--- config.mk ---
export PLATFORM = sky130hd
export DESIGN_NAME = script_token_lexer_flat
export DESIGN_NICKNAME = d
export VERILOG_FILES = /design/src/design/stl_pkg.sv /design/src/design/stl_req_if.sv /design/src/design/stl_rsp_if.sv /design/src/design/stl_front.sv /design/src/design/stl_queue.sv /design/src/design/stl_back.sv /design/src/design/script_token_lexer.sv /design/src/flat_wrapper.sv
export VERILOG_INCLUDE_DIRS = /design/src /design/src/design
export SDC_FILE = /design/constraint.sdc
export NUM_CORES = 1
export LEC_CHECK = 0
export BUFFER_PORTS_ARGS = -buffer_cell sky130_fd_sc_hd__buf_4
export CAP_MARGIN = 20
export CORE_MARGIN = 4
export CORE_UTILIZATION = 45
export CTS_CLUSTER_DIAMETER = 60
export CTS_CLUSTER_SIZE = 20
export DETAILED_ROUTE_END_ITERATION = 10
export SYNTH_ARGS = -nofsm -noshare
export SYNTH_HDL_FRONTEND = slang
export SYNTH_SLANG_ARGS = --single-unit
--- constraint.sdc ---
create_clock -name clock -period 6.83 [get_ports clock]
set_input_delay 1.366 -clock clock [delete_from_list [all_inputs] [get_ports clock]]
set_output_delay 1.366 -clock clock [all_outputs]
set_load 0.05 [all_outputs]
--- src/design/script_token_lexer_defines.svh ---
// Assertion macros shared by the lexer RTL.
// Clock and reset are taken from the module that uses the macro.
`ifndef SCRIPT_TOKEN_LEXER_DEFINES_SVH
`define SCRIPT_TOKEN_LEXER_DEFINES_SVH

`ifndef SYNTH

// Checked outside reset
`define STL_ASSERT(label, prop, msg) \
   label: assert property (@(posedge clock) disable iff (reset) prop) else $error(msg);

// Checked at every edge, reset included
`define STL_ASSERT_ALWAYS(label, prop, msg) \
   label: assert property (@(posedge clock) prop) else $error(msg);

`else

`define STL_ASSERT(label, prop, msg)
`define STL_ASSERT_ALWAYS(label, prop, msg)

`endif

`endif

--- src/design/stl_pkg.sv ---
`default_nettype none

package stl_pkg;

   // Counter and text widths
   localparam int COUNT_W       = 16;
   localparam int KEYWORD_CHARS = 5;
   localparam int PREFIX_W      = 8 * KEYWORD_CHARS;
   localparam int KW_IDX_W      = $clog2(KEYWORD_CHARS);
   localparam int KW_COUNT      = 9;
   localparam logic [COUNT_W-1:0] COUNT_MAX = {COUNT_W{1'b1}};
   localparam logic [COUNT_W-1:0] COUNT_ONE = COUNT_W'(1);

   // Token queue
   localparam int QDEPTH = 4;
   localparam int QPTR_W = $clog2(QDEPTH);
   localparam int QCNT_W = $clog2(QDEPTH + 1);

   // Token kinds
   localparam logic [5:0] KIND_PLUS    = 6'd0;
   localparam logic [5:0] KIND_MINUS   = 6'd1;
   localparam logic [5:0] KIND_PCT     = 6'd2;
   localparam logic [5:0] KIND_GT      = 6'd3;
   localparam logic [5:0] KIND_LT      = 6'd4;
   localparam logic [5:0] KIND_AMP     = 6'd5;
   localparam logic [5:0] KIND_BAR     = 6'd6;
   localparam logic [5:0] KIND_TILDE   = 6'd7;
   localparam logic [5:0] KIND_QMARK   = 6'd8;
   localparam logic [5:0] KIND_BANG    = 6'd9;
   localparam logic [5:0] KIND_LPAR    = 6'd10;
   localparam logic [5:0] KIND_RPAR    = 6'd11;
   localparam logic [5:0] KIND_SEMI    = 6'd12;
   localparam logic [5:0] KIND_SLASH   = 6'd13;
   localparam logic [5:0] KIND_ASSIGN  = 6'd14;
   localparam logic [5:0] KIND_EQ      = 6'd15;
   localparam logic [5:0] KIND_NE      = 6'd16;
   localparam logic [5:0] KIND_GE      = 6'd17;
   localparam logic [5:0] KIND_LE      = 6'd18;
   localparam logic [5:0] KIND_PLUSST  = 6'd19;
   localparam logic [5:0] KIND_MINUSST = 6'd20;
   localparam logic [5:0] KIND_AT      = 6'd21;
   localparam logic [5:0] KIND_BSLASH  = 6'd22;
   localparam logic [5:0] KIND_WRITE   = 6'd23;
   localparam logic [5:0] KIND_NUM     = 6'd24;
   localparam logic [5:0] KIND_RE      = 6'd25;
   localparam logic [5:0] KIND_SUNUM   = 6'd26;
   localparam logic [5:0] KIND_RUN     = 6'd27;
   localparam logic [5:0] KIND_CALL    = 6'd28;
   localparam logic [5:0] KIND_PY      = 6'd29;
   localparam logic [5:0] KIND_FUNC    = 6'd30;
   localparam logic [5:0] KIND_ENDKW   = 6'd31;
   localparam logic [5:0] KIND_IDENT   = 6'd32;
   localparam logic [5:0] KIND_STRING  = 6'd33;
   localparam logic [5:0] KIND_NUMBER  = 6'd34;
   localparam logic [5:0] KIND_COMMENT = 6'd35;
   localparam logic [5:0] KIND_ERROR   = 6'd36;
   localparam logic [5:0] KIND_EOT     = 6'd37;

   // Error causes
   localparam logic [1:0] CAUSE_NONE    = 2'd0;
   localparam logic [1:0] CAUSE_QUOTE   = 2'd1;
   localparam logic [1:0] CAUSE_UNKNOWN = 2'd2;

   // Character codes
   localparam logic [7:0] CH_NUL    = 8'h00;
   localparam logic [7:0] CH_TAB    = 8'h09;
   localparam logic [7:0] CH_LF     = 8'h0A;
   localparam logic [7:0] CH_CR     = 8'h0D;
   localparam logic [7:0] CH_SPACE  = 8'h20;
   localparam logic [7:0] CH_BANG   = 8'h21;
   localparam logic [7:0] CH_DQUOTE = 8'h22;
   localparam logic [7:0] CH_HASH   = 8'h23;
   localparam logic [7:0] CH_PCT    = 8'h25;
   localparam logic [7:0] CH_AMP    = 8'h26;
   localparam logic [7:0] CH_SQUOTE = 8'h27;
   localparam logic [7:0] CH_LPAR   = 8'h28;
   localparam logic [7:0] CH_RPAR   = 8'h29;
   localparam logic [7:0] CH_STAR   = 8'h2A;
   localparam logic [7:0] CH_PLUS   = 8'h2B;
   localparam logic [7:0] CH_MINUS  = 8'h2D;
   localparam logic [7:0] CH_SLASH  = 8'h2F;
   localparam logic [7:0] CH_ZERO   = 8'h30;
   localparam logic [7:0] CH_NINE   = 8'h39;
   localparam logic [7:0] CH_SEMI   = 8'h3B;
   localparam logic [7:0] CH_LT     = 8'h3C;
   localparam logic [7:0] CH_EQ     = 8'h3D;
   localparam logic [7:0] CH_GT     = 8'h3E;
   localparam logic [7:0] CH_QMARK  = 8'h3F;
   localparam logic [7:0] CH_AT     = 8'h40;
   localparam logic [7:0] CH_UPA    = 8'h41;
   localparam logic [7:0] CH_UPZ    = 8'h5A;
   localparam logic [7:0] CH_BSLASH = 8'h5C;
   localparam logic [7:0] CH_UNDER  = 8'h5F;
   localparam logic [7:0] CH_LOWA   = 8'h61;
   localparam logic [7:0] CH_LOWZ   = 8'h7A;
   localparam logic [7:0] CH_BAR    = 8'h7C;
   localparam logic [7:0] CH_TILDE  = 8'h7E;

   // Keyword table; text is stored first character in the low byte
   typedef struct packed {
      logic [PREFIX_W-1:0] text;
      logic [3:0]          len;
      logic [5:0]          kind;
   } kw_type;

   localparam kw_type KW_TABLE [KW_COUNT] = '{
      '{PREFIX_W'("etirw"), 4'd5, KIND_WRITE},
      '{PREFIX_W'("mun"),   4'd3, KIND_NUM},
      '{PREFIX_W'("er"),    4'd2, KIND_RE},
      '{PREFIX_W'("munus"), 4'd5, KIND_SUNUM},
      '{PREFIX_W'("nur"),   4'd3, KIND_RUN},
      '{PREFIX_W'("llac"),  4'd4, KIND_CALL},
      '{PREFIX_W'("yp"),    4'd2, KIND_PY},
      '{PREFIX_W'("cnuf"),  4'd4, KIND_FUNC},
      '{PREFIX_W'("dne"),   4'd3, KIND_ENDKW}
   };

   // One result token
   typedef struct packed {
      logic [5:0]         kind;
      logic [1:0]         cause;
      logic [7:0]         bad;
      logic [COUNT_W-1:0] line;
      logic [COUNT_W-1:0] column;
      logic [COUNT_W-1:0] offset;
      logic [COUNT_W-1:0] length;
      logic               last;
   } tok_type;

   // Front to queue: up to two tokens per byte
   typedef struct packed {
      logic    en0;
      logic    en1;
      tok_type tok0;
      tok_type tok1;
   } push_type;

   // Queue to back end
   typedef struct packed {
      logic    nonempty;
      tok_type head;
   } qstat_type;

   function automatic logic [COUNT_W-1:0] sat_inc(input logic [COUNT_W-1:0] x);
      return (x == COUNT_MAX) ? x : x + COUNT_ONE;
   endfunction

   function automatic logic is_space(input logic [7:0] c);
      return (c == CH_SPACE) || ((c >= CH_TAB) && (c <= CH_CR));
   endfunction

   function automatic logic is_alpha(input logic [7:0] c);
      return ((c >= CH_UPA) && (c <= CH_UPZ)) || ((c >= CH_LOWA) && (c <= CH_LOWZ));
   endfunction

   function automatic logic is_word(input logic [7:0] c);
      return is_alpha(c) || ((c >= CH_ZERO) && (c <= CH_NINE)) || (c == CH_UNDER);
   endfunction

   // Characters that may open a two-character operator
   function automatic logic is_op_lead(input logic [7:0] c);
      return (c == CH_PLUS) || (c == CH_MINUS) || (c == CH_EQ) ||
             (c == CH_BANG) || (c == CH_GT) || (c == CH_LT);
   endfunction

   // {hit, kind} for a single-character token
   function automatic logic [6:0] single_kind(input logic [7:0] c);
      logic [6:0] r;
      case (c)
         CH_PLUS:   r = {1'b1, KIND_PLUS};
         CH_MINUS:  r = {1'b1, KIND_MINUS};
         CH_PCT:    r = {1'b1, KIND_PCT};
         CH_GT:     r = {1'b1, KIND_GT};
         CH_LT:     r = {1'b1, KIND_LT};
         CH_AMP:    r = {1'b1, KIND_AMP};
         CH_BAR:    r = {1'b1, KIND_BAR};
         CH_TILDE:  r = {1'b1, KIND_TILDE};
         CH_QMARK:  r = {1'b1, KIND_QMARK};
         CH_BANG:   r = {1'b1, KIND_BANG};
         CH_LPAR:   r = {1'b1, KIND_LPAR};
         CH_RPAR:   r = {1'b1, KIND_RPAR};
         CH_SEMI:   r = {1'b1, KIND_SEMI};
         CH_SLASH:  r = {1'b1, KIND_SLASH};
         CH_EQ:     r = {1'b1, KIND_ASSIGN};
         CH_AT:     r = {1'b1, KIND_AT};
         CH_BSLASH: r = {1'b1, KIND_BSLASH};
         default:   r = {1'b0, KIND_PLUS};
      endcase
      return r;
   endfunction

   // Second character that completes a pending operator
   function automatic logic [7:0] second_char(input logic [7:0] lead);
      return ((lead == CH_PLUS) || (lead == CH_MINUS)) ? CH_STAR : CH_EQ;
   endfunction

   function automatic logic [5:0] pair_kind(input logic [7:0] lead);
      logic [5:0] k;
      case (lead)
         CH_PLUS:  k = KIND_PLUSST;
         CH_MINUS: k = KIND_MINUSST;
         CH_EQ:    k = KIND_EQ;
         CH_BANG:  k = KIND_NE;
         CH_GT:    k = KIND_GE;
         default:  k = KIND_LE;
      endcase
      return k;
   endfunction

   // Keyword lookup over the kept prefix; bytes past the word are zero
   function automatic logic [5:0] word_kind(input logic [PREFIX_W-1:0] prefix,
                                            input logic [COUNT_W-1:0]  len);
      logic [5:0] kind;
      kind = KIND_IDENT;
      for (int k = 0; k < KW_COUNT; k++) begin
         if ((len == COUNT_W'(KW_TABLE[k].len)) && (prefix == KW_TABLE[k].text)) begin
            kind = KW_TABLE[k].kind;
         end
      end
      return kind;
   endfunction

   function automatic tok_type make_tok(input logic [5:0]         kind,
                                        input logic [1:0]         cause,
                                        input logic [7:0]         bad,
                                        input logic [COUNT_W-1:0] line,
                                        input logic [COUNT_W-1:0] column,
                                        input logic [COUNT_W-1:0] offset,
                                        input logic [COUNT_W-1:0] length);
      tok_type t;
      t.kind   = kind;
      t.cause  = cause;
      t.bad    = bad;
      t.line   = line;
      t.column = column;
      t.offset = offset;
      t.length = length;
      t.last   = 1'b0;
      return t;
   endfunction

endpackage

`default_nettype wire

--- src/design/stl_req_if.sv ---
`default_nettype none

interface stl_req_if
   import stl_pkg::*;
();
   logic       valid;
   logic       ready;
   logic [7:0] char_byte;

   modport source (output valid, output char_byte, input ready);
   modport sink   (input valid, input char_byte, output ready);
endinterface

`default_nettype wire

--- src/design/stl_rsp_if.sv ---
`default_nettype none

interface stl_rsp_if
   import stl_pkg::*;
();
   logic               valid;
   logic               ready;
   logic [5:0]         token_kind;
   logic [1:0]         error_cause;
   logic [7:0]         bad_char;
   logic [COUNT_W-1:0] tok_line;
   logic [COUNT_W-1:0] tok_column;
   logic [COUNT_W-1:0] text_offset;
   logic [COUNT_W-1:0] text_length;
   logic               last_of_run;

   modport source (output valid, output token_kind, output error_cause, output bad_char,
                   output tok_line, output tok_column, output text_offset,
                   output text_length, output last_of_run, input ready);
   modport sink   (input valid, input token_kind, input error_cause, input bad_char,
                   input tok_line, input tok_column, input text_offset,
                   input text_length, input last_of_run, output ready);
endinterface

`default_nettype wire

--- src/design/stl_front.sv ---
`default_nettype none
`include "script_token_lexer_defines.svh"

module stl_front
   import stl_pkg::*;
(
   input  wire logic clock,
   input  wire logic reset,
   stl_req_if.sink   req_bus,
   input  wire logic q_space,
   output push_type  push
);

   typedef enum logic [5:0] {
      MODE_IDLE    = 6'b000001,
      MODE_WORD    = 6'b000010,
      MODE_QUOTE   = 6'b000100,
      MODE_COMMENT = 6'b001000,
      MODE_OP      = 6'b010000,
      MODE_HALT    = 6'b100000
   } mode_type;

   mode_type            mode_ff, mode_in;
   logic [7:0]          pend_ff, pend_in;
   logic [PREFIX_W-1:0] prefix_ff, prefix_in;
   logic [COUNT_W-1:0]  run_ff, run_in;
   logic [COUNT_W-1:0]  sline_ff, sline_in, scol_ff, scol_in, soff_ff, soff_in;
   logic [COUNT_W-1:0]  cline_ff, cline_in, ccol_ff, ccol_in, coff_ff, coff_in;

   logic [7:0]          c;
   logic                accept;
   logic                run_idle, do_adv, do_mark, restart;
   logic                m_en, i_en;
   tok_type             m_tok, i_tok;
   logic [6:0]          sk;
   logic [6:0]          pk;
   logic [COUNT_W-1:0]  adv_line, adv_col, adv_off;

   assign c               = req_bus.char_byte;
   assign req_bus.ready   = q_space;
   assign accept          = req_bus.valid && q_space;

   // Position after the current byte
   assign adv_line = (c == CH_LF) ? sat_inc(cline_ff) : cline_ff;
   assign adv_col  = (c == CH_LF) ? COUNT_ONE : sat_inc(ccol_ff);
   assign adv_off  = sat_inc(coff_ff);
   assign sk       = single_kind(c);
   assign pk       = single_kind(pend_ff);

   // Byte classification and scanner update
   always_comb begin
      mode_in   = mode_ff;
      pend_in   = pend_ff;
      prefix_in = prefix_ff;
      run_in    = run_ff;
      sline_in  = sline_ff;
      scol_in   = scol_ff;
      soff_in   = soff_ff;
      cline_in  = cline_ff;
      ccol_in   = ccol_ff;
      coff_in   = coff_ff;
      run_idle  = 1'b0;
      do_adv    = 1'b0;
      do_mark   = 1'b0;
      restart   = 1'b0;
      m_en      = 1'b0;
      i_en      = 1'b0;
      m_tok     = '0;
      i_tok     = '0;

      if (accept) begin
         // Token in progress
         case (mode_ff)
            MODE_WORD: begin
               if (is_word(c)) begin
                  if (run_ff < COUNT_W'(KEYWORD_CHARS)) begin
                     prefix_in = prefix_ff |
                                 (PREFIX_W'(c) << {run_ff[KW_IDX_W-1:0], 3'b000});
                  end
                  run_in = sat_inc(run_ff);
                  do_adv = 1'b1;
               end else begin
                  m_en     = 1'b1;
                  m_tok    = make_tok(word_kind(prefix_ff, run_ff), CAUSE_NONE, CH_NUL,
                                      sline_ff, scol_ff, soff_ff, run_ff);
                  mode_in  = MODE_IDLE;
                  run_idle = 1'b1;
               end
            end
            MODE_QUOTE: begin
               if (c == CH_NUL) begin
                  m_en    = 1'b1;
                  m_tok   = make_tok(KIND_ERROR, CAUSE_QUOTE, CH_NUL,
                                     sline_ff, scol_ff, soff_ff, '0);
                  restart = 1'b1;
               end else if (c == pend_ff) begin
                  m_en    = 1'b1;
                  m_tok   = make_tok((c == CH_SQUOTE) ? KIND_NUMBER : KIND_STRING,
                                     CAUSE_NONE, CH_NUL, sline_ff, scol_ff,
                                     sat_inc(soff_ff), run_ff);
                  do_adv  = 1'b1;
                  mode_in = MODE_IDLE;
               end else begin
                  run_in = sat_inc(run_ff);
                  do_adv = 1'b1;
               end
            end
            MODE_COMMENT: begin
               if ((c == CH_NUL) || (c == CH_LF)) begin
                  m_en     = 1'b1;
                  m_tok    = make_tok(KIND_COMMENT, CAUSE_NONE, CH_NUL, sline_ff, scol_ff,
                                      sat_inc(soff_ff), run_ff);
                  mode_in  = MODE_IDLE;
                  run_idle = 1'b1;
               end else begin
                  run_in = sat_inc(run_ff);
                  do_adv = 1'b1;
               end
            end
            MODE_OP: begin
               mode_in = MODE_IDLE;
               m_en    = 1'b1;
               if (c == second_char(pend_ff)) begin
                  m_tok  = make_tok(pair_kind(pend_ff), CAUSE_NONE, CH_NUL,
                                    sline_ff, scol_ff, soff_ff, COUNT_W'(2));
                  do_adv = 1'b1;
               end else begin
                  m_tok    = make_tok(pk[5:0], CAUSE_NONE, CH_NUL,
                                      sline_ff, scol_ff, soff_ff, COUNT_ONE);
                  run_idle = 1'b1;
               end
            end
            MODE_HALT: begin
               if (c == CH_NUL) begin
                  restart = 1'b1;
               end
            end
            default: begin
               run_idle = 1'b1;
            end
         endcase

         // Between tokens: the byte may open a new one
         if (run_idle) begin
            if (c == CH_NUL) begin
               i_en    = 1'b1;
               i_tok   = make_tok(KIND_EOT, CAUSE_NONE, CH_NUL,
                                  cline_ff, ccol_ff, coff_ff, '0);
               restart = 1'b1;
            end else if (is_space(c)) begin
               do_adv = 1'b1;
            end else if (is_alpha(c) || (c == CH_UNDER)) begin
               do_mark   = 1'b1;
               prefix_in = PREFIX_W'(c);
               run_in    = COUNT_ONE;
               do_adv    = 1'b1;
               mode_in   = MODE_WORD;
            end else if ((c == CH_SQUOTE) || (c == CH_DQUOTE)) begin
               do_mark = 1'b1;
               pend_in = c;
               run_in  = '0;
               do_adv  = 1'b1;
               mode_in = MODE_QUOTE;
            end else if (c == CH_HASH) begin
               do_mark = 1'b1;
               run_in  = '0;
               do_adv  = 1'b1;
               mode_in = MODE_COMMENT;
            end else if (is_op_lead(c)) begin
               do_mark = 1'b1;
               pend_in = c;
               do_adv  = 1'b1;
               mode_in = MODE_OP;
            end else if (sk[6]) begin
               i_en   = 1'b1;
               i_tok  = make_tok(sk[5:0], CAUSE_NONE, CH_NUL,
                                 cline_ff, ccol_ff, coff_ff, COUNT_ONE);
               do_adv = 1'b1;
            end else begin
               i_en    = 1'b1;
               i_tok   = make_tok(KIND_ERROR, CAUSE_UNKNOWN, c,
                                  cline_ff, ccol_ff, coff_ff, COUNT_ONE);
               mode_in = MODE_HALT;
            end
         end

         if (do_mark) begin
            sline_in = cline_ff;
            scol_in  = ccol_ff;
            soff_in  = coff_ff;
         end
         if (do_adv) begin
            cline_in = adv_line;
            ccol_in  = adv_col;
            coff_in  = adv_off;
         end
         // End of text: back to line 1, column 1, offset 0
         if (restart) begin
            mode_in   = MODE_IDLE;
            pend_in   = CH_NUL;
            prefix_in = '0;
            run_in    = '0;
            sline_in  = COUNT_ONE;
            scol_in   = COUNT_ONE;
            soff_in   = '0;
            cline_in  = COUNT_ONE;
            ccol_in   = COUNT_ONE;
            coff_in   = '0;
         end
      end
   end

   // Pack tokens in order; the last one carries the run flag
   always_comb begin
      push.en0       = m_en || i_en;
      push.en1       = m_en && i_en;
      push.tok0      = m_en ? m_tok : i_tok;
      push.tok0.last = !(m_en && i_en);
      push.tok1      = i_tok;
      push.tok1.last = 1'b1;
   end

   always_ff @(posedge clock) begin
      if (reset) begin
         mode_ff   <= MODE_IDLE;
         pend_ff   <= CH_NUL;
         prefix_ff <= '0;
         run_ff    <= '0;
         sline_ff  <= COUNT_ONE;
         scol_ff   <= COUNT_ONE;
         soff_ff   <= '0;
         cline_ff  <= COUNT_ONE;
         ccol_ff   <= COUNT_ONE;
         coff_ff   <= '0;
      end else begin
         mode_ff   <= mode_in;
         pend_ff   <= pend_in;
         prefix_ff <= prefix_in;
         run_ff    <= run_in;
         sline_ff  <= sline_in;
         scol_ff   <= scol_in;
         soff_ff   <= soff_in;
         cline_ff  <= cline_in;
         ccol_ff   <= ccol_in;
         coff_ff   <= coff_in;
      end
   end

   `STL_ASSERT(a_front_pair_order, push.en1 |-> push.en0 && !push.tok0.last, "second token without first")
   `STL_ASSERT(a_front_single_last, (push.en0 && !push.en1) |-> push.tok0.last, "lone token not marked last")
   `STL_ASSERT(a_front_halt_quiet, (accept && (mode_ff == MODE_HALT)) |-> !push.en0, "token emitted after error")
   `STL_ASSERT(a_front_eot_restart, (accept && push.en0 && (push.tok0.kind == KIND_EOT)) |=> (coff_ff == '0) && (cline_ff == COUNT_ONE), "counters not restarted")

endmodule

`default_nettype wire

--- src/design/stl_queue.sv ---
`default_nettype none
`include "script_token_lexer_defines.svh"

module stl_queue
   import stl_pkg::*;
(
   input  wire logic      clock,
   input  wire logic      reset,
   input  wire push_type  push,
   output logic           q_space,
   input  wire logic      pop,
   output qstat_type      qstat
);

   tok_type            q_ff [QDEPTH];
   logic [QPTR_W-1:0]  wr_ff, wr_in, rd_ff, rd_in, wr_nx;
   logic [QCNT_W-1:0]  cnt_ff, cnt_in, push_n;

   // Room for the two tokens one byte can make
   assign q_space        = (cnt_ff <= QCNT_W'(QDEPTH - 2));
   assign qstat.nonempty = (cnt_ff != '0);
   assign qstat.head     = q_ff[rd_ff];

   // Pointer and fill update
   always_comb begin
      push_n = QCNT_W'(push.en0) + QCNT_W'(push.en1);
      wr_nx  = wr_ff + QPTR_W'(1);
      wr_in  = wr_ff + QPTR_W'(push_n);
      rd_in  = rd_ff + QPTR_W'(pop);
      cnt_in = cnt_ff + push_n - QCNT_W'(pop);
   end

   always_ff @(posedge clock) begin
      if (reset) begin
         wr_ff  <= '0;
         rd_ff  <= '0;
         cnt_ff <= '0;
      end else begin
         wr_ff  <= wr_in;
         rd_ff  <= rd_in;
         cnt_ff <= cnt_in;
      end
   end

   // Token storage
   always_ff @(posedge clock) begin
      if (push.en0) begin
         q_ff[wr_ff] <= push.tok0;
      end
      if (push.en1) begin
         q_ff[wr_nx] <= push.tok1;
      end
   end

   `STL_ASSERT(a_q_fill_max, cnt_ff <= QCNT_W'(QDEPTH), "queue overfilled")
   `STL_ASSERT(a_q_push_room, push.en0 |-> q_space, "push without room")
   `STL_ASSERT(a_q_pop_data, pop |-> qstat.nonempty, "pop from empty queue")
   `STL_ASSERT_ALWAYS(a_q_reset_empty, reset |=> (cnt_ff == '0), "queue not empty after reset")

endmodule

`default_nettype wire

--- src/design/stl_back.sv ---
`default_nettype none
`include "script_token_lexer_defines.svh"

module stl_back
   import stl_pkg::*;
(
   input  wire logic       clock,
   input  wire logic       reset,
   input  wire qstat_type  qstat,
   output logic            pop,
   stl_rsp_if.source       rsp_bus
);

   logic    valid_ff, valid_in, load;
   tok_type tok_ff, tok_in;

   // Output register refills when empty or when its token is taken
   assign load = !valid_ff || rsp_bus.ready;
   assign pop  = load && qstat.nonempty;

   always_comb begin
      valid_in = valid_ff;
      tok_in   = tok_ff;
      if (load) begin
         valid_in = qstat.nonempty;
         tok_in   = qstat.head;
      end
   end

   always_ff @(posedge clock) begin
      if (reset) begin
         valid_ff <= 1'b0;
      end else begin
         valid_ff <= valid_in;
      end
   end

   always_ff @(posedge clock) begin
      tok_ff <= tok_in;
   end

   assign rsp_bus.valid       = valid_ff;
   assign rsp_bus.token_kind  = tok_ff.kind;
   assign rsp_bus.error_cause = tok_ff.cause;
   assign rsp_bus.bad_char    = tok_ff.bad;
   assign rsp_bus.tok_line    = tok_ff.line;
   assign rsp_bus.tok_column  = tok_ff.column;
   assign rsp_bus.text_offset = tok_ff.offset;
   assign rsp_bus.text_length = tok_ff.length;
   assign rsp_bus.last_of_run = tok_ff.last;

   `STL_ASSERT(a_back_pop_shows, pop |=> valid_ff, "popped token not presented")
   `STL_ASSERT(a_back_no_drop, (valid_ff && !rsp_bus.ready) |-> !pop, "pop while output stalled")
   `STL_ASSERT_ALWAYS(a_back_reset_idle, reset |=> !valid_ff, "output valid after reset")

endmodule

`default_nettype wire

--- src/design/script_token_lexer.sv ---
`default_nettype none

// Byte-serial lexer. Source bytes enter on req_bus, one per cycle, and a
// zero byte ends a text. Tokens leave on rsp_bus in source order with kind,
// start line and column, and text offset and length; last_of_run marks the
// final token caused by one byte (a byte can cause two). The front end
// classifies each byte and updates the scanner state in the cycle it is
// accepted, and pushes its tokens into a four-entry queue; the back end
// moves them to a registered output. The input takes a byte every cycle
// while the queue has two free entries, so with rsp_bus.ready held high
// the lexer sustains one byte per cycle; the output drains one token per
// cycle, which sets the rate when bytes produce tokens faster.

module script_token_lexer
   import stl_pkg::*;
(
   input  wire logic clock,
   input  wire logic reset,
   stl_req_if.sink   req_bus,
   stl_rsp_if.source rsp_bus
);

   push_type  push;
   qstat_type qstat;
   logic      q_space;
   logic      pop;

   stl_front u_front (
      .clock   (clock),
      .reset   (reset),
      .req_bus (req_bus),
      .q_space (q_space),
      .push    (push)
   );

   stl_queue u_queue (
      .clock   (clock),
      .reset   (reset),
      .push    (push),
      .q_space (q_space),
      .pop     (pop),
      .qstat   (qstat)
   );

   stl_back u_back (
      .clock   (clock),
      .reset   (reset),
      .qstat   (qstat),
      .pop     (pop),
      .rsp_bus (rsp_bus)
   );

endmodule

`default_nettype wire

--- src/flat_wrapper.sv ---
// flat-port wrapper written by rule: the top's interface ports become plain ports
module script_token_lexer_flat import stl_pkg::*;
  (clock, reset, req_bus_valid, req_bus_char_byte, req_bus_ready, rsp_bus_valid, rsp_bus_token_kind, rsp_bus_error_cause, rsp_bus_bad_char, rsp_bus_tok_line, rsp_bus_tok_column, rsp_bus_text_offset, rsp_bus_text_length, rsp_bus_last_of_run, rsp_bus_ready);
  stl_req_if req_bus_i ();
  stl_rsp_if rsp_bus_i ();
  input  wire logic clock;
  input  wire logic reset;
  input wire logic [$bits(req_bus_i.valid)-1:0] req_bus_valid;
  input wire logic [$bits(req_bus_i.char_byte)-1:0] req_bus_char_byte;
  output wire logic [$bits(req_bus_i.ready)-1:0] req_bus_ready;
  output wire logic [$bits(rsp_bus_i.valid)-1:0] rsp_bus_valid;
  output wire logic [$bits(rsp_bus_i.token_kind)-1:0] rsp_bus_token_kind;
  output wire logic [$bits(rsp_bus_i.error_cause)-1:0] rsp_bus_error_cause;
  output wire logic [$bits(rsp_bus_i.bad_char)-1:0] rsp_bus_bad_char;
  output wire logic [$bits(rsp_bus_i.tok_line)-1:0] rsp_bus_tok_line;
  output wire logic [$bits(rsp_bus_i.tok_column)-1:0] rsp_bus_tok_column;
  output wire logic [$bits(rsp_bus_i.text_offset)-1:0] rsp_bus_text_offset;
  output wire logic [$bits(rsp_bus_i.text_length)-1:0] rsp_bus_text_length;
  output wire logic [$bits(rsp_bus_i.last_of_run)-1:0] rsp_bus_last_of_run;
  input wire logic [$bits(rsp_bus_i.ready)-1:0] rsp_bus_ready;
  assign req_bus_i.valid = req_bus_valid;
  assign req_bus_i.char_byte = req_bus_char_byte;
  assign req_bus_ready = req_bus_i.ready;
  assign rsp_bus_valid = rsp_bus_i.valid;
  assign rsp_bus_token_kind = rsp_bus_i.token_kind;
  assign rsp_bus_error_cause = rsp_bus_i.error_cause;
  assign rsp_bus_bad_char = rsp_bus_i.bad_char;
  assign rsp_bus_tok_line = rsp_bus_i.tok_line;
  assign rsp_bus_tok_column = rsp_bus_i.tok_column;
  assign rsp_bus_text_offset = rsp_bus_i.text_offset;
  assign rsp_bus_text_length = rsp_bus_i.text_length;
  assign rsp_bus_last_of_run = rsp_bus_i.last_of_run;
  assign rsp_bus_i.ready = rsp_bus_ready;
  script_token_lexer u_core (.clock(clock), .reset(reset), .req_bus(req_bus_i), .rsp_bus(rsp_bus_i));
endmodule
==> impl_results.md, run 1 <==
* Ys flop type: edfxtp_1
* R2R Setup Slk at about 1900 ps
* PD cells at 316 nW/um^2
* Worst path depth at 13
* CTS Buffer Depth at 3
* Slowest-stage cell, CP: and3b_1
* Initial Utilization at 0.454
* Synth top area cells: edfxtp_1 (37%), dfxtp_1 (18%), a22o_1 (7.9%)
* # hold bufs at CTS at 0
* Iter 0 DRT Violations at 2082
* Ys async rst share at 0
* Worst-case reg-to-reg path depth at 13
* Outcome: finished clean
* CP endpoint kind: register
* Clk_lat worst skew at 610 ps
* Buf+Inv Stages, Crit Path at 5
* DR pass1 iterations at 6
* IO Count at 95
* Post-route ant nets at 0
* RSZ-0062 raised after global routing: false
* Most common cell in the netlist: edfxtp_1
* Drt via density at 6.45
* HPWL after DPL at 49600 um
* Routed WL per cell at 24.8 um
* CTS tree: done
* Setup TNS Final at 0 ps
* Root buf cell: clkbuf_16
* Multi-input gate area at 11500 um^2
* Total number of yosys warnings at 0
* Cell variety after synth at 94
* WS Path Type: in -> reg
* Most instantiated cells after synthesis: edfxtp_1 (337), a22o_1 (247), dfxtp_1 (242)
* Area of the mapped netlist at about 27000 um^2
* FP Rows at 90
* WHS at around 460 ps
* Layout cells sized above 1 at 0.153
* Leakage at slightly above 10 nW
* Port bufs at 94
* Filler cell count at 5352
* Gpl congestion at slightly above 0.9
* Total CTS buffers at 47
* Vias in the first global route at 20100
* Mean area per synthesized cell at roughly 11 um^2
* Largest registers: u_core.u_queue.q_ff: 324 flops, u_core.u_front.prefix_ff: 40 flops
* Hold WC Path Type: reg -> reg
* NumNets Final at 2402
* Post-synthesis adder-cell area fraction at 0.00794
* Final Total Pwr at approximately 9.6 mW
* Area growth, synth to finish at 10.8%
* Ant diodes at 0
* Core Footprint at 60400 um^2
* Post-synth top area share at 0.369
* Initial antenna violation count at 0
* H-tree levels at 2
* Relative slew slack at 0.289
* Final setup viols at 0
* Largest family of logic cells by synthesized area: compound AO/OA/AOI/OAI gates
* Overflow left after global routing at 0
* WL final at 79100 um
* Die area at about 65000 um^2
* Reg area at about 15000 um^2
* Crit path launch: req_bus_char_byte[4]
* DIE HEIGHT at approximately 250 um
* Worst r2r src: u_core.u_front.pend_ff[4]$_SDFFE_PP0P_
* Critical Path AT at 5930 ps
* Post-CTS resize count at 0
* Slew Viols, Final at 0
* Largest net degree at the start of global routing at 80
* Clock slew at reported path FFs at 70 ps
* Biggest register: u_core.u_queue.q_ff
* Post-synth EDFFs at 337
* Die width at around 250 um
* Crit-path max cell delay at 570 ps
* Peak supply drop at approximately 190 uV
* R2R Path End: u_core.u_queue.q_ff[3][39]$_DFFE_PP_
* Cells after Synth at 2398
* Worst-path fanout max at 29
* Cells along the critical path: buf_4, nor4_4, and3_1, nand4_1, o21ai_4, o31a_2, inv_2, ha_1, and3b_1, nor2_1, buf_4, inv_2, buf_4
* Max-cap violations at 0
* Critical Path Source Type: primary input
* Fin. Hold Viols at 0
* Clk sinks at 579
* Worst setup path end: u_core.u_queue.q_ff[3][39]$_DFFE_PP_
* DRC violations left at 0
* Dominant cell type by area after synthesis: edfxtp_1
* Synth Area in Simple Gates at 0.143
* Most common cell on crit path: buf_4
* Setup Buffers After CTS at 0
* Part of the cycle the worst path needs at 0.826
* Vias at roughly 21000
* Fmax at 0.177 GHz
* Syn_nets at 2426
* Slew @ Worst Pin at ~1100 ps
* Max reg flops at 324
* Top delay family on crit path: simple AND/OR/NAND/NOR gates
* Xor and xnor area share after synthesis at 0.00767
* Synth Area in Compound Gates at 0.188
* First-pass GRT wire length at ~120000 um
* Yosys reg bits at 579
* Seq/Total Area, Yosys at 0.546
* Final critical-path required period at 5640 ps
* Global-route usage over all layers at 0.239
* Worst Skew at 28.7 ps
* Post-synthesis mux area share at 0.0698
* Req. time, crit path at 7120 ps
## where the power goes
group          leakage (nW)  switching [mW]  internal (mW)
Combinational          4.00            1.57          0.753
Sequential             5.56           0.237           4.12
Clock                 0.807            1.43           1.49
## worst register-to-register path, delay by kind of cell (launching register included)
family                   cells  cell delay (ps)
AO/OA/AOI/OAI                2              450
multiplexers                 1              320
adder cells (fa/ha/maj)      1              360
flip-flops                   1              490
AND/OR/NAND/NOR              4             1580
buffers and inverters        5             1460
## logic make-up after synthesis
kind of cell / Yosys count
AO/OA/AOI/OAI: 706
XOR/XNOR: 24
adder cells (fa/ha/maj): 17
buffers and inverters: 255
flip-flops: 579
multiplexers: 88
AND/OR/NAND/NOR: 729
## metrics by stage
| step | cell area, um^2 | utilization | instances | setup WS, ps |
|---|---|---|---|---|
| 2_1_floorplan | 27400 | - | 2398 | 649 |
| 3_3_place_gp | 28700 | 0.475 | 3106 | 814 |
| 3_5_place_dp | 28700 | 0.475 | 3106 | 692 |
| 4_1_cts | 30300 | 0.503 | 3193 | 1340 |
| 5_1_grt | 30400 | 0.503 | 3194 | 1040 |
| 6_report | 30400 | 0.503 | 3194 | 1190 |
## cell usage in the layout (no fill, tap or decap), drive strengths merged, types with 14 or more instances in the layout
master / Yosys / final
or3: 33 / 33
and2: 41 / 41
or4: 20 / 20
edfxtp: 337 / 337
inv: 35 / 51
mux4: 81 / 81
o21ai: 102 / 102
a21oi: 145 / 145
nand2: 164 / 164
a31oi: 25 / 25
a22o: 247 / 247
nor2b: 17 / 17
nor3: 46 / 46
ha: 15 / 15
nand4: 36 / 36
dfxtp: 242 / 242
buf: 75 / 145
clkbuf: 143 / 62
o211ai: 14 / 14
o2bb2ai: 39 / 39
nand3: 107 / 107
o22ai: 25 / 25
xor2: 18 / 18
nor4: 28 / 28
nor2: 118 / 118
and3: 35 / 35
## metal layers
metal / up-vias / GRT usage / share of wire
met4: 0 / 0.0797 / 0.035
met2: 726 / 0.402 / 0.48
met1: 10400 / 0.324 / 0.43
met3: 158 / 0.0307 / 0.055
li1: 9316 / - / -
met5: - / 0 / 0
## final cells by class
cell class	count	area share
Tap cell	782	0.0322
Inverter	37	0.00458
Timing Repair Buffer	145	0.0378
Multi-Input combinational cell	1564	0.377
Clock inverter	25	0.00952
Clock buffer	62	0.0451
Sequential cell	579	0.493
## how the worst min path moves through the flow
stage / startpoint / to / slack [ps] / depth (start not counted)
2_1_floorplan: u_core.u_front.prefix_ff[31]$_SDFFE_PP0P_ / u_core.u_front.prefix_ff[31]$_SDFFE_PP0P_ / 430 / 1
3_3_place_gp: u_core.u_front.prefix_ff[39]$_SDFFE_PP0P_ / u_core.u_front.prefix_ff[39]$_SDFFE_PP0P_ / 450 / 1
3_5_place_dp: u_core.u_front.prefix_ff[39]$_SDFFE_PP0P_ / u_core.u_front.prefix_ff[39]$_SDFFE_PP0P_ / 450 / 1
4_1_cts: u_core.u_front.prefix_ff[39]$_SDFFE_PP0P_ / u_core.u_front.prefix_ff[39]$_SDFFE_PP0P_ / 470 / 1
5_1_grt: u_core.u_queue.q_ff[0][12]$_SDFFE_PP0P_ / u_core.u_queue.q_ff[0][12]$_SDFFE_PP0P_ / 490 / 1
6_report: u_core.u_front.prefix_ff[39]$_SDFFE_PP0P_ / u_core.u_front.prefix_ff[39]$_SDFFE_PP0P_ / 460 / 1
Power figures use the tool's default switching activity.
==> inputs of run 2 (changes only) <==
- clock period: 6.83 -> 5.62 ns (I/O delays scaled with it)
==> run 2 against run 1 <==
Against the previous run: non-clock buffer count increased by 16; first-iteration DRC count decreased by 2.7%; sequential share of layout area decreased by 0.15 points; clock skew decreased by 8.0 ps; sequential power increased by 22%; clock power increased by 21%; critical path type unchanged; largest power group unchanged.
==> impl_results.md, run 2 (synthesized netlist as in run 1, its figures left out) <==
* DRC violations left at 0 (unchanged)
* Layout Cells excl Fill at 3209 (was 3194)
* Global-route usage over all layers at 0.243 (was 0.239)
* NumNets Final at 2417 (was 2402)
* CTS tree: done (unchanged)
* Hold Path Depth at 1 (unchanged)
* Final worst slack at 606 ps (was 1190 ps)
* Port bufs at 94 (unchanged)
* Relative slew slack at 0.300 (was 0.289)
* Die width at 255 um (unchanged)
* FP Rows at 90 (unchanged)
* Iter 0 DRT Violations at 2025 (was 2082)
* Ant diodes at 0 (unchanged)
* # hold bufs at CTS at 0 (unchanged)
* Fin util at 0.504 (was 0.503)
* Req. time, crit path at 6060 ps (was 7120 ps)
* WHS at 468 ps (was 465 ps)
* First-pass GRT wire length at 123000 um (was 122000 um)
* R2R Setup Slk at 740 ps (was 1860 ps)
* DR pass1 iterations at 7 (was 6)
* Slew Viols, Final at 0 (unchanged)
* Biggest register: u_core.u_queue.q_ff (unchanged)
* Cell area after layout at 30400 um^2 (about the same)
* PD cells at 383 nW/um^2 (was 316 nW/um^2)
* Overflow left after global routing at 0 (unchanged)
* Critical Path AT at 5460 ps (was 5930 ps)
* Filler cell count at 5333 (was 5352)
* Final Total Pwr at 11.7 mW (was 9.61 mW)
* Slew @ Worst Pin at 1050 ps (was 1060 ps)
* H-tree levels at 2 (unchanged)
* Clk sinks at 579 (unchanged)
* Clk_lat worst skew at 610 ps (about the same)
* Max reg flops at 324 (unchanged)
* Reg area at 15000 um^2 (unchanged)
* Peak supply drop at 215 uV (was 192 uV)
* Worst Skew at 20.7 ps (was 28.7 ps)
* Final setup viols at 0 (unchanged)
* Die area at 64900 um^2 (unchanged)
* R2R Path End: u_core.u_queue.q_ff[2][20]$_DFFE_PP_ (was u_core.u_queue.q_ff[3][39]$_DFFE_PP_)
* CTS Buffer Depth at 3 (unchanged)
* Worst-case reg-to-reg path depth at 12 (was 13)
* Multi-input gate area at 11500 um^2 (unchanged)
* DIE HEIGHT at 255 um (unchanged)
* Setup TNS Final at 0 ps (unchanged)
* WS Path Type: in -> reg (unchanged)
* Fmax at around 0.2 GHz
* Commonest cells after routing, fill and taps aside: edfxtp_1 (337), a22o_1 (247), dfxtp_1 (240) (unchanged)
* Area growth, synth to finish at 11.1% (was 10.8%)
* Gpl congestion at 0.943 (was 0.927)
* WL final at 80700 um (was 79100 um)
* Fin. Hold Viols at 0 (unchanged)
* Setup Buffers After CTS at 0 (unchanged)
* Leakage at 10.4 nW (about the same)
* Largest net degree at the start of global routing at 62 (was 80)
* Critical Path Source Type: primary input (unchanged)
* RSZ-0062 raised after global routing: false (unchanged)
* Hold Path Sink: u_core.u_front.prefix_ff[39]$_SDFFE_PP0P_ (unchanged)
* Post-DP Area at 28800 um^2 (was 28700 um^2)
* IO Count at 95 (unchanged)
* Drt via density at 6.43 (was 6.45)
* Part of the cycle the worst path needs at 0.892
* Vias in the first global route at 20400 (was 20100)
* Initial antenna violation count at 1 (was 0)
* Worst r2r src: u_core.u_front.pend_ff[6]$_SDFFE_PP0P_ (was u_core.u_front.pend_ff[4]$_SDFFE_PP0P_)
* Post-route ant nets at 0 (unchanged)
* CP endpoint kind: register (unchanged)
* Root buf cell: clkbuf_16 (unchanged)
* Largest registers: u_core.u_queue.q_ff: 324 flops, u_core.u_front.prefix_ff: 40 flops (unchanged)
* Hold WC Path Type: reg -> reg (unchanged)
* Max-cap violations at 0 (unchanged)
* Outcome: finished clean (unchanged)
* Total CTS buffers at 46 (was 47)
* Initial Utilization at 0.454 (unchanged)
* Vias at 20600 (about the same)
* Layout cells sized above 1 at 0.157 (was 0.153)
* Clock slew at reported path FFs at 80 ps (was 70 ps)
* Final critical-path required period at 5010 ps
* HPWL after DPL at 51200 um (was 49600 um)
* Post-CTS resize count at 0 (unchanged)
* Routed WL per cell at 25.1 um (was 24.8 um)
* Worst slack, placed at 51.5 ps (was 692 ps)
* Worst-path fanout max at 24 (was 29)
* Placed cells at 3123 (was 3106)
* Core Footprint at 60400 um^2 (unchanged)
* Most common cell after layout, fill and taps aside: edfxtp_1 (unchanged)
* Min-delay src: u_core.u_front.prefix_ff[39]$_SDFFE_PP0P_ (unchanged)
[run 2: worst max-delay path, stage by stage]
cell and delay, ps:
buf_4 190, xnor2_1 350, and3_1 570, nand4_1 290, o21ai_4 210, o31a_2 340, inv_2 60, ha_1 300
nor2_1 160, and2_1 460, a21oi_2 170, nor2_4 760, buf_12 280, o2bb2ai_1 140
[run 2: power by group]
part | internal [mW] | switching [mW]
Combinational | 0.920 | 1.92
Sequential | 5.01 | 0.288
Clock | 1.85 | 1.67
Total | 7.78 | 3.88
[run 2: metal layers]
metal / vias to the layer above / GRT usage / share of wire
li1: 9345 / - / -
met1: 10400 / 0.319 / 0.41
met2: 707 / 0.421 / 0.50
met3: 150 / 0.0315 / 0.056
met4: 0 / 0.0829 / 0.033
met5: - / 0 / 0
[run 2: final cells by class]
class | instances | share of cell area
timing repair buffer | 161 | 0.0415
clock buffer | 55 | 0.0413
clock inverter | 31 | 0.0120
tap | 782 | 0.0321
inverter | 37 | 0.00493
sequential | 579 | 0.492
multi-input combinational | 1564 | 0.376
[run 2: worst max-delay path by stage]
stage	start	end	slack [ps]	cells after the start
after detailed placement	req_bus_char_byte[1]	u_core.u_queue.q_ff[2][20]$_DFFE_PP_	50	14
after global routing	req_bus_char_byte[1]	u_core.u_queue.q_ff[2][20]$_DFFE_PP_	370	14
after floorplan	req_bus_char_byte[4]	u_core.u_queue.q_ff[2][17]$_DFFE_PP_	60	16
after global placement	req_bus_char_byte[1]	u_core.u_queue.q_ff[2][20]$_DFFE_PP_	210	14
final	req_bus_char_byte[1]	u_core.u_queue.q_ff[2][20]$_DFFE_PP_	610	14
after CTS	req_bus_char_byte[1]	u_core.u_queue.q_ff[2][20]$_DFFE_PP_	670	14
